File: src/rtl/mlfq_pkg.sv
// shared types, constants and codes for the multilevel feedback queue lock arbiter
`timescale 1ns / 1ps

package mlfq_pkg;

    localparam int MAX_THREADS = 16;
    localparam int NUM_LEVELS  = 8;

    localparam int TID_W   = 4;
    localparam int LVL_W   = 3;
    localparam int CNT_W   = 5;
    localparam int ADDR_W  = LVL_W + TID_W;
    localparam int HOLD_W  = 32;
    localparam int NLVL_W  = 4;
    localparam int CFG_IDX_W = 1;
    localparam int CFG_DATA_W = 32;

    localparam logic [NLVL_W-1:0] LEVELS_RESET  = 4'd8;
    localparam logic [HOLD_W-1:0] QUANTUM_RESET = 32'd1000;

    localparam logic [CFG_IDX_W-1:0] CFG_LEVELS_IN_USE = 1'd0;
    localparam logic [CFG_IDX_W-1:0] CFG_QUANTUM_TICKS = 1'd1;

    localparam logic OP_ACQUIRE = 1'b0;
    localparam logic OP_RELEASE = 1'b1;

    localparam logic [2:0] ST_ACQUIRED = 3'd0;
    localparam logic [2:0] ST_QUEUED   = 3'd1;
    localparam logic [2:0] ST_HANDED   = 3'd2;
    localparam logic [2:0] ST_FREED    = 3'd3;
    localparam logic [2:0] ST_ERROR    = 3'd4;

    typedef struct packed {
        logic              op;
        logic [TID_W-1:0]  thread_id;
        logic [HOLD_W-1:0] hold_ticks;
    } req_item_t;

    typedef struct packed {
        logic [2:0]       status;
        logic [TID_W-1:0] granted_thread;
        logic [LVL_W-1:0] level;
    } rsp_item_t;

endpackage

File: src/rtl/mlfq_lock_arbiter.sv
// top level of the multilevel feedback queue lock arbiter
`timescale 1ns / 1ps

// Lock arbiter with one FIFO of waiting threads per priority level. The block
// takes one request at a time and is not ready while it works on it. An
// acquire is decided in the ACQ state and its result leaves through DONE. A
// release that finds the lock held runs the demotion step on one shared 32-bit
// compare and subtract unit, one quotient step per cycle, until the top level
// in use or a remainder below the quantum stops it, then scans the levels and
// either frees the lock or reads the waiting thread from the FIFO memory. A
// release on a free lock returns an error. A finished result waits in an
// output register, and the next request is taken meanwhile.
module mlfq_lock_arbiter (
    input  logic                                clk,
    input  logic                                rst_n,
    input  logic                                req_valid,
    output logic                                req_ready,
    input  mlfq_pkg::req_item_t                 req,
    output logic                                rsp_valid,
    input  logic                                rsp_ready,
    output mlfq_pkg::rsp_item_t                 rsp,
    input  logic                                cfg_we,
    input  logic [mlfq_pkg::CFG_IDX_W-1:0]      cfg_index,
    input  logic [mlfq_pkg::CFG_DATA_W-1:0]     cfg_data
);

    localparam logic [2:0] S_IDLE  = 3'd0;
    localparam logic [2:0] S_ACQ   = 3'd1;
    localparam logic [2:0] S_DIV   = 3'd2;
    localparam logic [2:0] S_SCAN  = 3'd3;
    localparam logic [2:0] S_READ  = 3'd4;
    localparam logic [2:0] S_GRANT = 3'd5;
    localparam logic [2:0] S_DONE  = 3'd6;

    logic [2:0] state_reg, state_next;

    logic [mlfq_pkg::NLVL_W-1:0] levels_reg;
    logic [mlfq_pkg::HOLD_W-1:0] quantum_reg;

    logic                        lock_held_reg, lock_held_next;
    logic [mlfq_pkg::LVL_W-1:0]  lvl_tab_reg [mlfq_pkg::MAX_THREADS];
    logic [mlfq_pkg::TID_W-1:0]  head_reg  [mlfq_pkg::NUM_LEVELS];
    logic [mlfq_pkg::TID_W-1:0]  tail_reg  [mlfq_pkg::NUM_LEVELS];
    logic [mlfq_pkg::CNT_W-1:0]  count_reg [mlfq_pkg::NUM_LEVELS];

    logic [mlfq_pkg::TID_W-1:0]  fifo_mem [mlfq_pkg::NUM_LEVELS * mlfq_pkg::MAX_THREADS];
    logic [mlfq_pkg::TID_W-1:0]  rd_data_reg;
    logic [mlfq_pkg::ADDR_W-1:0] rd_addr;
    logic [mlfq_pkg::ADDR_W-1:0] wr_addr;
    logic                        wr_en;

    logic                        op_reg, op_next;
    logic [mlfq_pkg::TID_W-1:0]  tid_reg, tid_next;
    logic [mlfq_pkg::LVL_W-1:0]  lvl_reg, lvl_next;
    logic [mlfq_pkg::HOLD_W-1:0] rem_reg, rem_next;
    logic [mlfq_pkg::LVL_W-1:0]  cnt_reg, cnt_next;
    logic [mlfq_pkg::LVL_W-1:0]  lim_reg, lim_next;
    logic [mlfq_pkg::LVL_W-1:0]  base_reg, base_next;
    logic [mlfq_pkg::LVL_W-1:0]  nl_reg, nl_next;
    mlfq_pkg::rsp_item_t         res_reg, res_next;

    logic                        rsp_valid_reg;
    mlfq_pkg::rsp_item_t         rsp_reg;

    logic [mlfq_pkg::NLVL_W-1:0] levels_eff;
    logic [mlfq_pkg::LVL_W-1:0]  top;
    logic [mlfq_pkg::HOLD_W-1:0] quantum_eff;
    logic [mlfq_pkg::LVL_W-1:0]  old_lvl;
    logic [mlfq_pkg::LVL_W-1:0]  acq_lvl;
    logic [mlfq_pkg::LVL_W-1:0]  new_lvl;
    logic                        div_done;
    logic                        any_waiter;
    logic [mlfq_pkg::LVL_W-1:0]  first_lvl;
    logic                        req_xfer;
    logic                        tab_we;
    logic                        enq, deq;

    assign req_ready = (state_reg == S_IDLE);
    assign req_xfer  = req_valid && req_ready;
    assign rsp_valid = rsp_valid_reg;
    assign rsp       = rsp_reg;

    always_comb
    begin
        if (levels_reg == '0)
        begin
            levels_eff = mlfq_pkg::NLVL_W'(1);
        end
        else if (levels_reg > mlfq_pkg::NLVL_W'(mlfq_pkg::NUM_LEVELS))
        begin
            levels_eff = mlfq_pkg::NLVL_W'(mlfq_pkg::NUM_LEVELS);
        end
        else
        begin
            levels_eff = levels_reg;
        end
    end

    logic [mlfq_pkg::NLVL_W-1:0] top_wide;
    assign top_wide    = levels_eff - mlfq_pkg::NLVL_W'(1);
    assign top         = top_wide[mlfq_pkg::LVL_W-1:0];
    assign quantum_eff = (quantum_reg == '0) ? mlfq_pkg::HOLD_W'(1) : quantum_reg;
    assign old_lvl     = lvl_tab_reg[req.thread_id];
    assign acq_lvl     = (old_lvl > top) ? top : old_lvl;
    assign new_lvl     = base_reg + cnt_reg;
    assign div_done    = (cnt_reg == lim_reg) || (rem_reg < quantum_eff);

    // lowest nonempty level
    always_comb
    begin
        any_waiter = 1'b0;
        first_lvl  = '0;
        for (int i = mlfq_pkg::NUM_LEVELS - 1; i >= 0; i--)
        begin
            if (count_reg[i] != '0)
            begin
                any_waiter = 1'b1;
                first_lvl  = mlfq_pkg::LVL_W'(i);
            end
        end
    end

    assign rd_addr = {lvl_reg, head_reg[lvl_reg]};
    assign wr_addr = {lvl_reg, tail_reg[lvl_reg]};

    always_comb
    begin
        state_next     = state_reg;
        lock_held_next = lock_held_reg;
        op_next        = op_reg;
        tid_next       = tid_reg;
        lvl_next       = lvl_reg;
        rem_next       = rem_reg;
        cnt_next       = cnt_reg;
        lim_next       = lim_reg;
        base_next      = base_reg;
        nl_next        = nl_reg;
        res_next       = res_reg;
        tab_we         = 1'b0;
        enq            = 1'b0;
        deq            = 1'b0;
        wr_en          = 1'b0;
        unique case (state_reg)
            S_IDLE:
            begin
                if (req_xfer)
                begin
                    op_next   = req.op;
                    tid_next  = req.thread_id;
                    lvl_next  = acq_lvl;
                    rem_next  = req.hold_ticks;
                    cnt_next  = '0;
                    base_next = (old_lvl >= top) ? top : old_lvl;
                    lim_next  = (old_lvl >= top) ? '0 : (top - old_lvl);
                    if (req.op == mlfq_pkg::OP_ACQUIRE)
                    begin
                        state_next = S_ACQ;
                    end
                    else if (!lock_held_reg)
                    begin
                        res_next   = '{status: mlfq_pkg::ST_ERROR, granted_thread: '0,
                                       level: '0};
                        state_next = S_DONE;
                    end
                    else
                    begin
                        state_next = S_DIV;
                    end
                end
            end
            S_ACQ:
            begin
                if (!lock_held_reg)
                begin
                    lock_held_next = 1'b1;
                    res_next = '{status: mlfq_pkg::ST_ACQUIRED, granted_thread: tid_reg,
                                 level: lvl_reg};
                end
                else if (count_reg[lvl_reg] == mlfq_pkg::CNT_W'(mlfq_pkg::MAX_THREADS))
                begin
                    res_next = '{status: mlfq_pkg::ST_ERROR, granted_thread: '0,
                                 level: lvl_reg};
                end
                else
                begin
                    enq      = 1'b1;
                    wr_en    = 1'b1;
                    res_next = '{status: mlfq_pkg::ST_QUEUED, granted_thread: '0,
                                 level: lvl_reg};
                end
                state_next = S_DONE;
            end
            S_DIV:
            begin
                if (div_done)
                begin
                    tab_we     = 1'b1;
                    nl_next    = new_lvl;
                    state_next = S_SCAN;
                end
                else
                begin
                    rem_next = rem_reg - quantum_eff;
                    cnt_next = cnt_reg + mlfq_pkg::LVL_W'(1);
                end
            end
            S_SCAN:
            begin
                if (any_waiter)
                begin
                    lvl_next   = first_lvl;
                    state_next = S_READ;
                end
                else
                begin
                    lock_held_next = 1'b0;
                    res_next = '{status: mlfq_pkg::ST_FREED, granted_thread: '0,
                                 level: nl_reg};
                    state_next = S_DONE;
                end
            end
            S_READ:
            begin
                deq        = 1'b1;
                state_next = S_GRANT;
            end
            S_GRANT:
            begin
                res_next = '{status: mlfq_pkg::ST_HANDED, granted_thread: rd_data_reg,
                             level: nl_reg};
                state_next = S_DONE;
            end
            S_DONE:
            begin
                if (!rsp_valid_reg || rsp_ready)
                begin
                    state_next = S_IDLE;
                end
            end
            default:
            begin
                state_next = S_IDLE;
            end
        endcase
    end

    always_ff @(posedge clk or negedge rst_n)
    begin
        if (!rst_n)
        begin
            state_reg     <= S_IDLE;
            lock_held_reg <= 1'b0;
            levels_reg    <= mlfq_pkg::LEVELS_RESET;
            quantum_reg   <= mlfq_pkg::QUANTUM_RESET;
            rsp_valid_reg <= 1'b0;
            for (int i = 0; i < mlfq_pkg::MAX_THREADS; i++)
            begin
                lvl_tab_reg[i] <= '0;
            end
            for (int i = 0; i < mlfq_pkg::NUM_LEVELS; i++)
            begin
                head_reg[i]  <= '0;
                tail_reg[i]  <= '0;
                count_reg[i] <= '0;
            end
        end
        else
        begin
            state_reg     <= state_next;
            lock_held_reg <= lock_held_next;
            if (cfg_we)
            begin
                if (cfg_index == mlfq_pkg::CFG_LEVELS_IN_USE)
                begin
                    levels_reg <= cfg_data[mlfq_pkg::NLVL_W-1:0];
                end
                else if (cfg_index == mlfq_pkg::CFG_QUANTUM_TICKS)
                begin
                    quantum_reg <= cfg_data[mlfq_pkg::HOLD_W-1:0];
                end
            end
            if (tab_we)
            begin
                lvl_tab_reg[tid_reg] <= new_lvl;
            end
            if (enq)
            begin
                tail_reg[lvl_reg]  <= tail_reg[lvl_reg] + mlfq_pkg::TID_W'(1);
                count_reg[lvl_reg] <= count_reg[lvl_reg] + mlfq_pkg::CNT_W'(1);
            end
            if (deq)
            begin
                head_reg[lvl_reg]  <= head_reg[lvl_reg] + mlfq_pkg::TID_W'(1);
                count_reg[lvl_reg] <= count_reg[lvl_reg] - mlfq_pkg::CNT_W'(1);
            end
            if (state_reg == S_DONE && (!rsp_valid_reg || rsp_ready))
            begin
                rsp_valid_reg <= 1'b1;
            end
            else if (rsp_ready)
            begin
                rsp_valid_reg <= 1'b0;
            end
        end
    end

    always_ff @(posedge clk)
    begin
        op_reg   <= op_next;
        tid_reg  <= tid_next;
        lvl_reg  <= lvl_next;
        rem_reg  <= rem_next;
        cnt_reg  <= cnt_next;
        lim_reg  <= lim_next;
        base_reg <= base_next;
        nl_reg   <= nl_next;
        res_reg  <= res_next;
        if (state_reg == S_DONE && (!rsp_valid_reg || rsp_ready))
        begin
            rsp_reg <= res_reg;
        end
    end

    // level fifo storage
    always_ff @(posedge clk)
    begin
        if (wr_en)
        begin
            fifo_mem[wr_addr] <= tid_reg;
        end
        rd_data_reg <= fifo_mem[rd_addr];
    end

    logic [mlfq_pkg::TID_W-1:0] occ;
    assign occ = tail_reg[lvl_reg] - head_reg[lvl_reg];

    a_count_bound: assert property (@(posedge clk) disable iff (!rst_n)
        state_reg != S_IDLE |->
        count_reg[lvl_reg] <= mlfq_pkg::CNT_W'(mlfq_pkg::MAX_THREADS))
        else $error("level fifo count above depth");

    a_ptr_match: assert property (@(posedge clk) disable iff (!rst_n)
        state_reg != S_IDLE |-> occ == count_reg[lvl_reg][mlfq_pkg::TID_W-1:0])
        else $error("fifo pointers disagree with count");

    a_div_limit: assert property (@(posedge clk) disable iff (!rst_n)
        state_reg == S_DIV |-> cnt_reg <= lim_reg)
        else $error("demotion step ran past level limit");

    a_read_grant: assert property (@(posedge clk) disable iff (!rst_n)
        state_reg == S_READ |=> state_reg == S_GRANT)
        else $error("fifo read not followed by grant");

    a_rsp_source: assert property (@(posedge clk) disable iff (!rst_n)
        $rose(rsp_valid_reg) |-> $past(state_reg == S_DONE))
        else $error("result raised outside done state");

    a_op_path: assert property (@(posedge clk) disable iff (!rst_n)
        (state_reg == S_DIV || state_reg == S_SCAN) |-> op_reg == mlfq_pkg::OP_RELEASE)
        else $error("release path entered by acquire");

endmodule
File: config.mk
export PLATFORM = sky130hd
export DESIGN_NAME = mlfq_lock_arbiter
export DESIGN_NICKNAME = d
export VERILOG_FILES = /design/src/rtl/mlfq_pkg.sv /design/src/rtl/mlfq_lock_arbiter.sv
export SDC_FILE = /design/constraint.sdc
export NUM_CORES = 1
export LEC_CHECK = 0
export BUFFER_PORTS_ARGS = -buffer_cell sky130_fd_sc_hd__buf_2
export CAP_MARGIN = 10
export CORE_AREA = 8 8 263 265
export DETAILED_ROUTE_END_ITERATION = 12
export DIE_AREA = 0 0 271 273
export MAX_ROUTING_LAYER = met4
export PLACE_DENSITY = 0.72
export RECOVER_POWER = 50
export SLEW_MARGIN = 20
export SYNTH_ARGS = -nofsm -noshare
export SYNTH_HDL_FRONTEND = slang
export SYNTH_SLANG_ARGS = --single-unit
File: constraint.sdc
create_clock -name clk -period 10.2 [get_ports clk]
set_clock_uncertainty 0.1 [all_clocks]
set_input_delay 2.04 -clock clk [delete_from_list [all_inputs] [get_ports clk]]
set_output_delay 2.04 -clock clk [all_outputs]
set_load 0.03 [all_outputs]
### Yosys cells after proc, flatten, opt, wreduce, memory -nomap -nowiden

Memory sizes are Yosys's and may differ from the RTL's. A register that Yosys moved wholly into a read port is not among the register bits.
Index checks and enable logic that the tools add are counted.

| cells by class | value |
|---|---|
| equality and inequality tests | 16 |
| add/subtract/negate cells | 9 |
| bitwise gates (word level) | 4 |
| reductions and logical operators | 33 |
| muxes and demuxes | 81 |
| $lt $le $gt $ge | 9 |

Operators by type and width:

| operator | number |
|---|---|
| $mux 32 | 3 |
| $bwmux 40 | 2 |
| $mux 40 | 2 |
| $mux 3 | 24 |
| $bwmux 32 | 2 |
| $pmux 32 s2 | 1 |
| $mux 10 | 6 |
| $bwmux 48 | 1 |
| $pmux 10 s4 | 1 |
| $reduce_bool 5->1 | 8 |
| $logic_not 32->1 | 1 |
| $lt 32x32->1 | 1 |
| $sub 32x32->32 | 1 |
| $bmux 4 s3 | 2 |
| $mux 4 | 5 |
| $mux 1 | 19 |
| $pmux 3 s6 | 1 |
| $bmux 5 s3 | 1 |
| $demux 5 s3 | 1 |
| $mux 5 | 3 |
| $bmux 3 s4 | 1 |
| $demux 3 s4 | 1 |
| $demux 4 s3 | 1 |
| $ne 2x2->1 const B | 6 |
| 37 further kinds | 58 |

| word-level totals | value |
|---|---|
| memories | 1 |
| output and inout bits | 12 |
| word-level logic and storage cells | 211 |
| RAM bits | 512 |
| register bits | 264 |

Memory list:

| name | depth | width | read ports | clocked after Yosys merged registers in | wr ports | line | RTL |
|---|---|---|---|---|---|---|---|
| fifo_mem | 128 | 4 | 1 | 1 | 1 | mlfq_lock_arbiter.sv:46 | `logic [mlfq_pkg::TID_W-1:0] fifo_mem [mlfq_pkg::NUM_LEVELS * mlfq_pkg::MAX_THREADS];` |

### Depth between registers and ports, before layout

| depth | value |
|---|---|
| word-level depth | 11 |
| mapped depth | 18 |

### Least setup slack after synthesis

OpenSTA, ideal clock, no wires.

| timing | value |
|---|---|
| kind | register to register |
| start point | reg quantum_reg[5] (netlist bit) |
| end point | reg cnt_reg[0] (netlist bit), enable pin |
| stages on the path, launching flop included | 14 |
| required time | 9.624 ns |
| path buffers | 0 |
| path slack | 4.907 ns |
| library setup time | 0.476 ns |
| arrival time | 4.717 ns |
| path through | dfstp_2 > nor4_1 > nand4_1 > o21bai_1 > ha_1 > fa_1 > nor2b_1 > o21bai_1 > a21o_1 > a21oi_1 > o21ai_1 > a21boi_0 > o21bai_1 > o21ai_0 |

| between the ends | value |
|---|---|
| longest elaborated chain between the ends | 6 |

RTL lines:

| element | line | RTL |
|---|---|---|
| start, declared | mlfq_lock_arbiter.sv:38 | `logic [mlfq_pkg::HOLD_W-1:0] quantum_reg;` |
| start signal, assigned | mlfq_lock_arbiter.sv:254 | `quantum_reg <= mlfq_pkg::QUANTUM_RESET;` |
| start signal, assigned | mlfq_lock_arbiter.sv:279 | `quantum_reg <= cfg_data[mlfq_pkg::HOLD_W-1:0];` |
| $logic_not 32->1 | mlfq_lock_arbiter.sv:102 | `assign quantum_eff = (quantum_reg == '0) ? mlfq_pkg::HOLD_W'(1) : quantum_reg;` |
| $mux 32 * | mlfq_lock_arbiter.sv:102 |  |
| $lt 32x32->1 * | mlfq_lock_arbiter.sv:106 | `assign div_done = (cnt_reg == lim_reg) \|\| (rem_reg < quantum_eff);` |
| $logic_or 1x1->1 * | mlfq_lock_arbiter.sv:106 |  |
| $ne 2x2->1 (no line) * | -- |  |
| $reduce_and 3->1 (no line) * | -- |  |
| end signal, assigned | mlfq_lock_arbiter.sv:313 | `cnt_reg <= cnt_next;` |
| end, declared | mlfq_lock_arbiter.sv:56 | `logic [mlfq_pkg::LVL_W-1:0] cnt_reg, cnt_next;` |

Mark *: on every way between the ends. The rest lies on a longest branch, timed or not.
A chain may end at the register's enable or synchronous reset.

==> results.toml <==
[drt]
post_drt_wl_per_cell_microns = 23.6
vias_per_cell = 6.19
vias = 23385
drtPass1Iterations = 7
drt_iter0_drc = 2530
drc_errors = 0
ant_nets = 0
wl_mm = 89.1

[pwr]
leakage_nw = 14.6
ir_drop_mv = 0.360
powerDensity_nw_per_um2 = 303

[yosys]
ys_warn_count = 0
synth_seq_cells = 780
netlist_area_sq_um = 35300
syn_inst = 2801
async_flop_share_pct = 24.7
synth_ff_type = "edfxtp_1"
syn_nets = 2921
ys_types = 85
syn_avg_cell_area_sq_um = 12.6
yosysSeqAreaShare_pct = 63.6
synth-edff-count = 583

[worst_setup_path]
cp-start-kind = "input pin"
critPathMaxFanout = 107
cp-end-kind = "async pin"
r2r_slack_ns = 3.93
crit_type = "in -> async"
worstReg2RegEnd = "fifo_mem[73][0]"
cp_slowest_cell = "clkbuf_1"
cp_top_family = "buffers and inverters"
critPathBufInv = 2
r2r-start = "tid_reg[0]"
cpPeakStageDelay_ns = 3.26
critPathArrivalTime_ns = 6.11
cp_cell_sequence = "clkbuf_8 > clkbuf_1"
cp.required_ns = 9.74
reg2reg_depth = 2

[outcome]
status = "finished, violations left"
violations = "capacitance limit, slew limit"

[min_path]
min_to = "rsp[0]"
worstHoldPathCells = 0
worst_hold_path_type = "reg -> reg"
hp-start = "res_reg[0]"

[placement]
place.detailed.hpwl_mm = 55.9
place_ws_ns = 4.97
numPortBuffers = 86
routabilityCongestion = 0.935

[cts]
cts_tree = "yes"
ctsResizeCount = 0
htreeDepth = 3
cts_root_buf = "clkbuf_16"
post_cts_buffers = 0
clock_path_buffers = 3
clk_pin_slew_ns = 0.06
ctsHoldBuffers = 0
clock_sinks = 780
numCtsBuffers = 80
clkLatencyLatePin_ns = 0.63

[sta]
rsz0062_at_grt = "no"
finalHoldViolations = 0
setup_slack_ns = 3.63
fin_crit_sh_pct = 64.4
finalSetupViolCount = 0
timing.final.crit_period_ns = 6.57
max_freq_mhz = 152
tightest_slew_ns = 4.64
slew_viol_final = 799
relSlewSlack_pct = -209
timing.setup.tns_ns = 0

[layout]
fin_nets = 2969
largest_reg_flops = 512
final_layout_size_suffix_gt1_share_pct = 14.0
syn2layout_area_growth_pct = 10.1

[grt]
grt_overflow = 0
grt_pass1_vias = 23658
grt_max_degree = 108
antenna_found_initial = 1
track_usage_pct = 24.3
grt_pass1_wl_mm = 137

[die]
die_width_microns = 271
io_pins = 87
die_h_microns = 273
num_rows = 94
coreArea_sq_um = 65000
start_util_pct = 54.2
dieArea_sq_um = 74000

[job]
maxCapViolations = 12
-- layout make-up --
class                   count  area, sq um
diodes                      2         5.00
clock buffers             108         2190
clock inverters            36          397
fillers                  5028        26200
inverters                  63          243
multi-input cells        1805        11900
flip-flops and latches    780        22400
well taps                 864         1080
repair buffers            119          628
-- layer usage --
metal / vias to the layer above / share of wire [%] / track usage [%]
li1: 10474 / - / -
met1: 11653 / 40 / 30.9
met2: 1046 / 48 / 39.2
met3: 212 / 8.0 / 4.11
met4: 0 / 3.4 / 9.14
met5: - / 0 / -
-- cell usage after synthesis, types with 28 or more instances --
cell	count	area, sq um
nor2_1	182	683
edfxtp_1	583	17500
o21ai_0	101	505
a32oi_1	28	245
mux2i_1	160	1600
buf_2	62	310
mux2_2	123	1390
clkbuf_1	49	184
dfrtp_1	186	4650
ha_1	42	526
nand2_1	461	1730
a21oi_1	110	551
nand4_1	34	213
nand3_1	79	395
a211oi_1	44	330
and3_1	44	275
a311oi_1	42	368
inv_1	58	218
-- logic make-up (layout without fill, tap and decap cells) --
logic type                 after synthesis  count (layout)  synth area share [%]
adders and majority gates               45              45                  1.66
buffers and inverters                  216             326                  2.93
other                                    0               2                     0
and+or+nand+nor                        973             973                  12.7
DFF                                    780             780                  63.6
xor gates and xnor gates                37              37                 0.919
AOI/OAI and AO/OA                      448             448                  8.58
muxes                                  302             302                  9.59
-- layout by cell type, fill, tap and decap left out, drive strengths merged, types with 47 or more instances in the layout --
cell	count
nor2	186
nand3	79
mux2	126
o21ai	105
mux2i	160
inv	64
a21oi	110
clkbuf	130
and2	47
edfxtp	583
dfrtp	186
a211oi	47
buf	97
nand2	466
-- worst max-delay path by stage --
stage	slack, ns	cells after the start	to	from
after CTS	5.21	11	rd_data_reg[3]	lvl_reg[0]
after detailed placement	4.97	10	base_reg[1]	req[32]
after global placement	5.02	10	base_reg[1]	req[32]
after floorplan	4.91	13	cnt_reg[0]	quantum_reg[5]
after global routing	2.56	2	tail_reg[1]	rst_n
final	3.63	2	tail_reg[6]	rst_n
-- where the power goes --
part           total, mW  internal [mW]  switching (mW)
registers           4.20           3.94           0.260
logic               4.65           1.51            3.14
clock network       2.91           1.69            1.22
total               11.8           7.14            4.62
-- per-stage QoR --
stage | hold slack [ns] | area, sq um | power (mW) | util, % | instances
global route | 0.323 | 38800 | 12.3 | 59.7 | 3776
floorplan | 0.300 | 35300 | 7.53 | - | 2801
global placement | 0.305 | 36300 | 8.69 | 55.8 | 3631
finish | 0.317 | 38800 | 11.8 | 59.7 | 3777
CTS | 0.314 | 38900 | 11.7 | 59.8 | 3775
detailed placement | 0.305 | 36300 | 8.81 | 55.8 | 3631
Power figures use the tool's default switching activity.
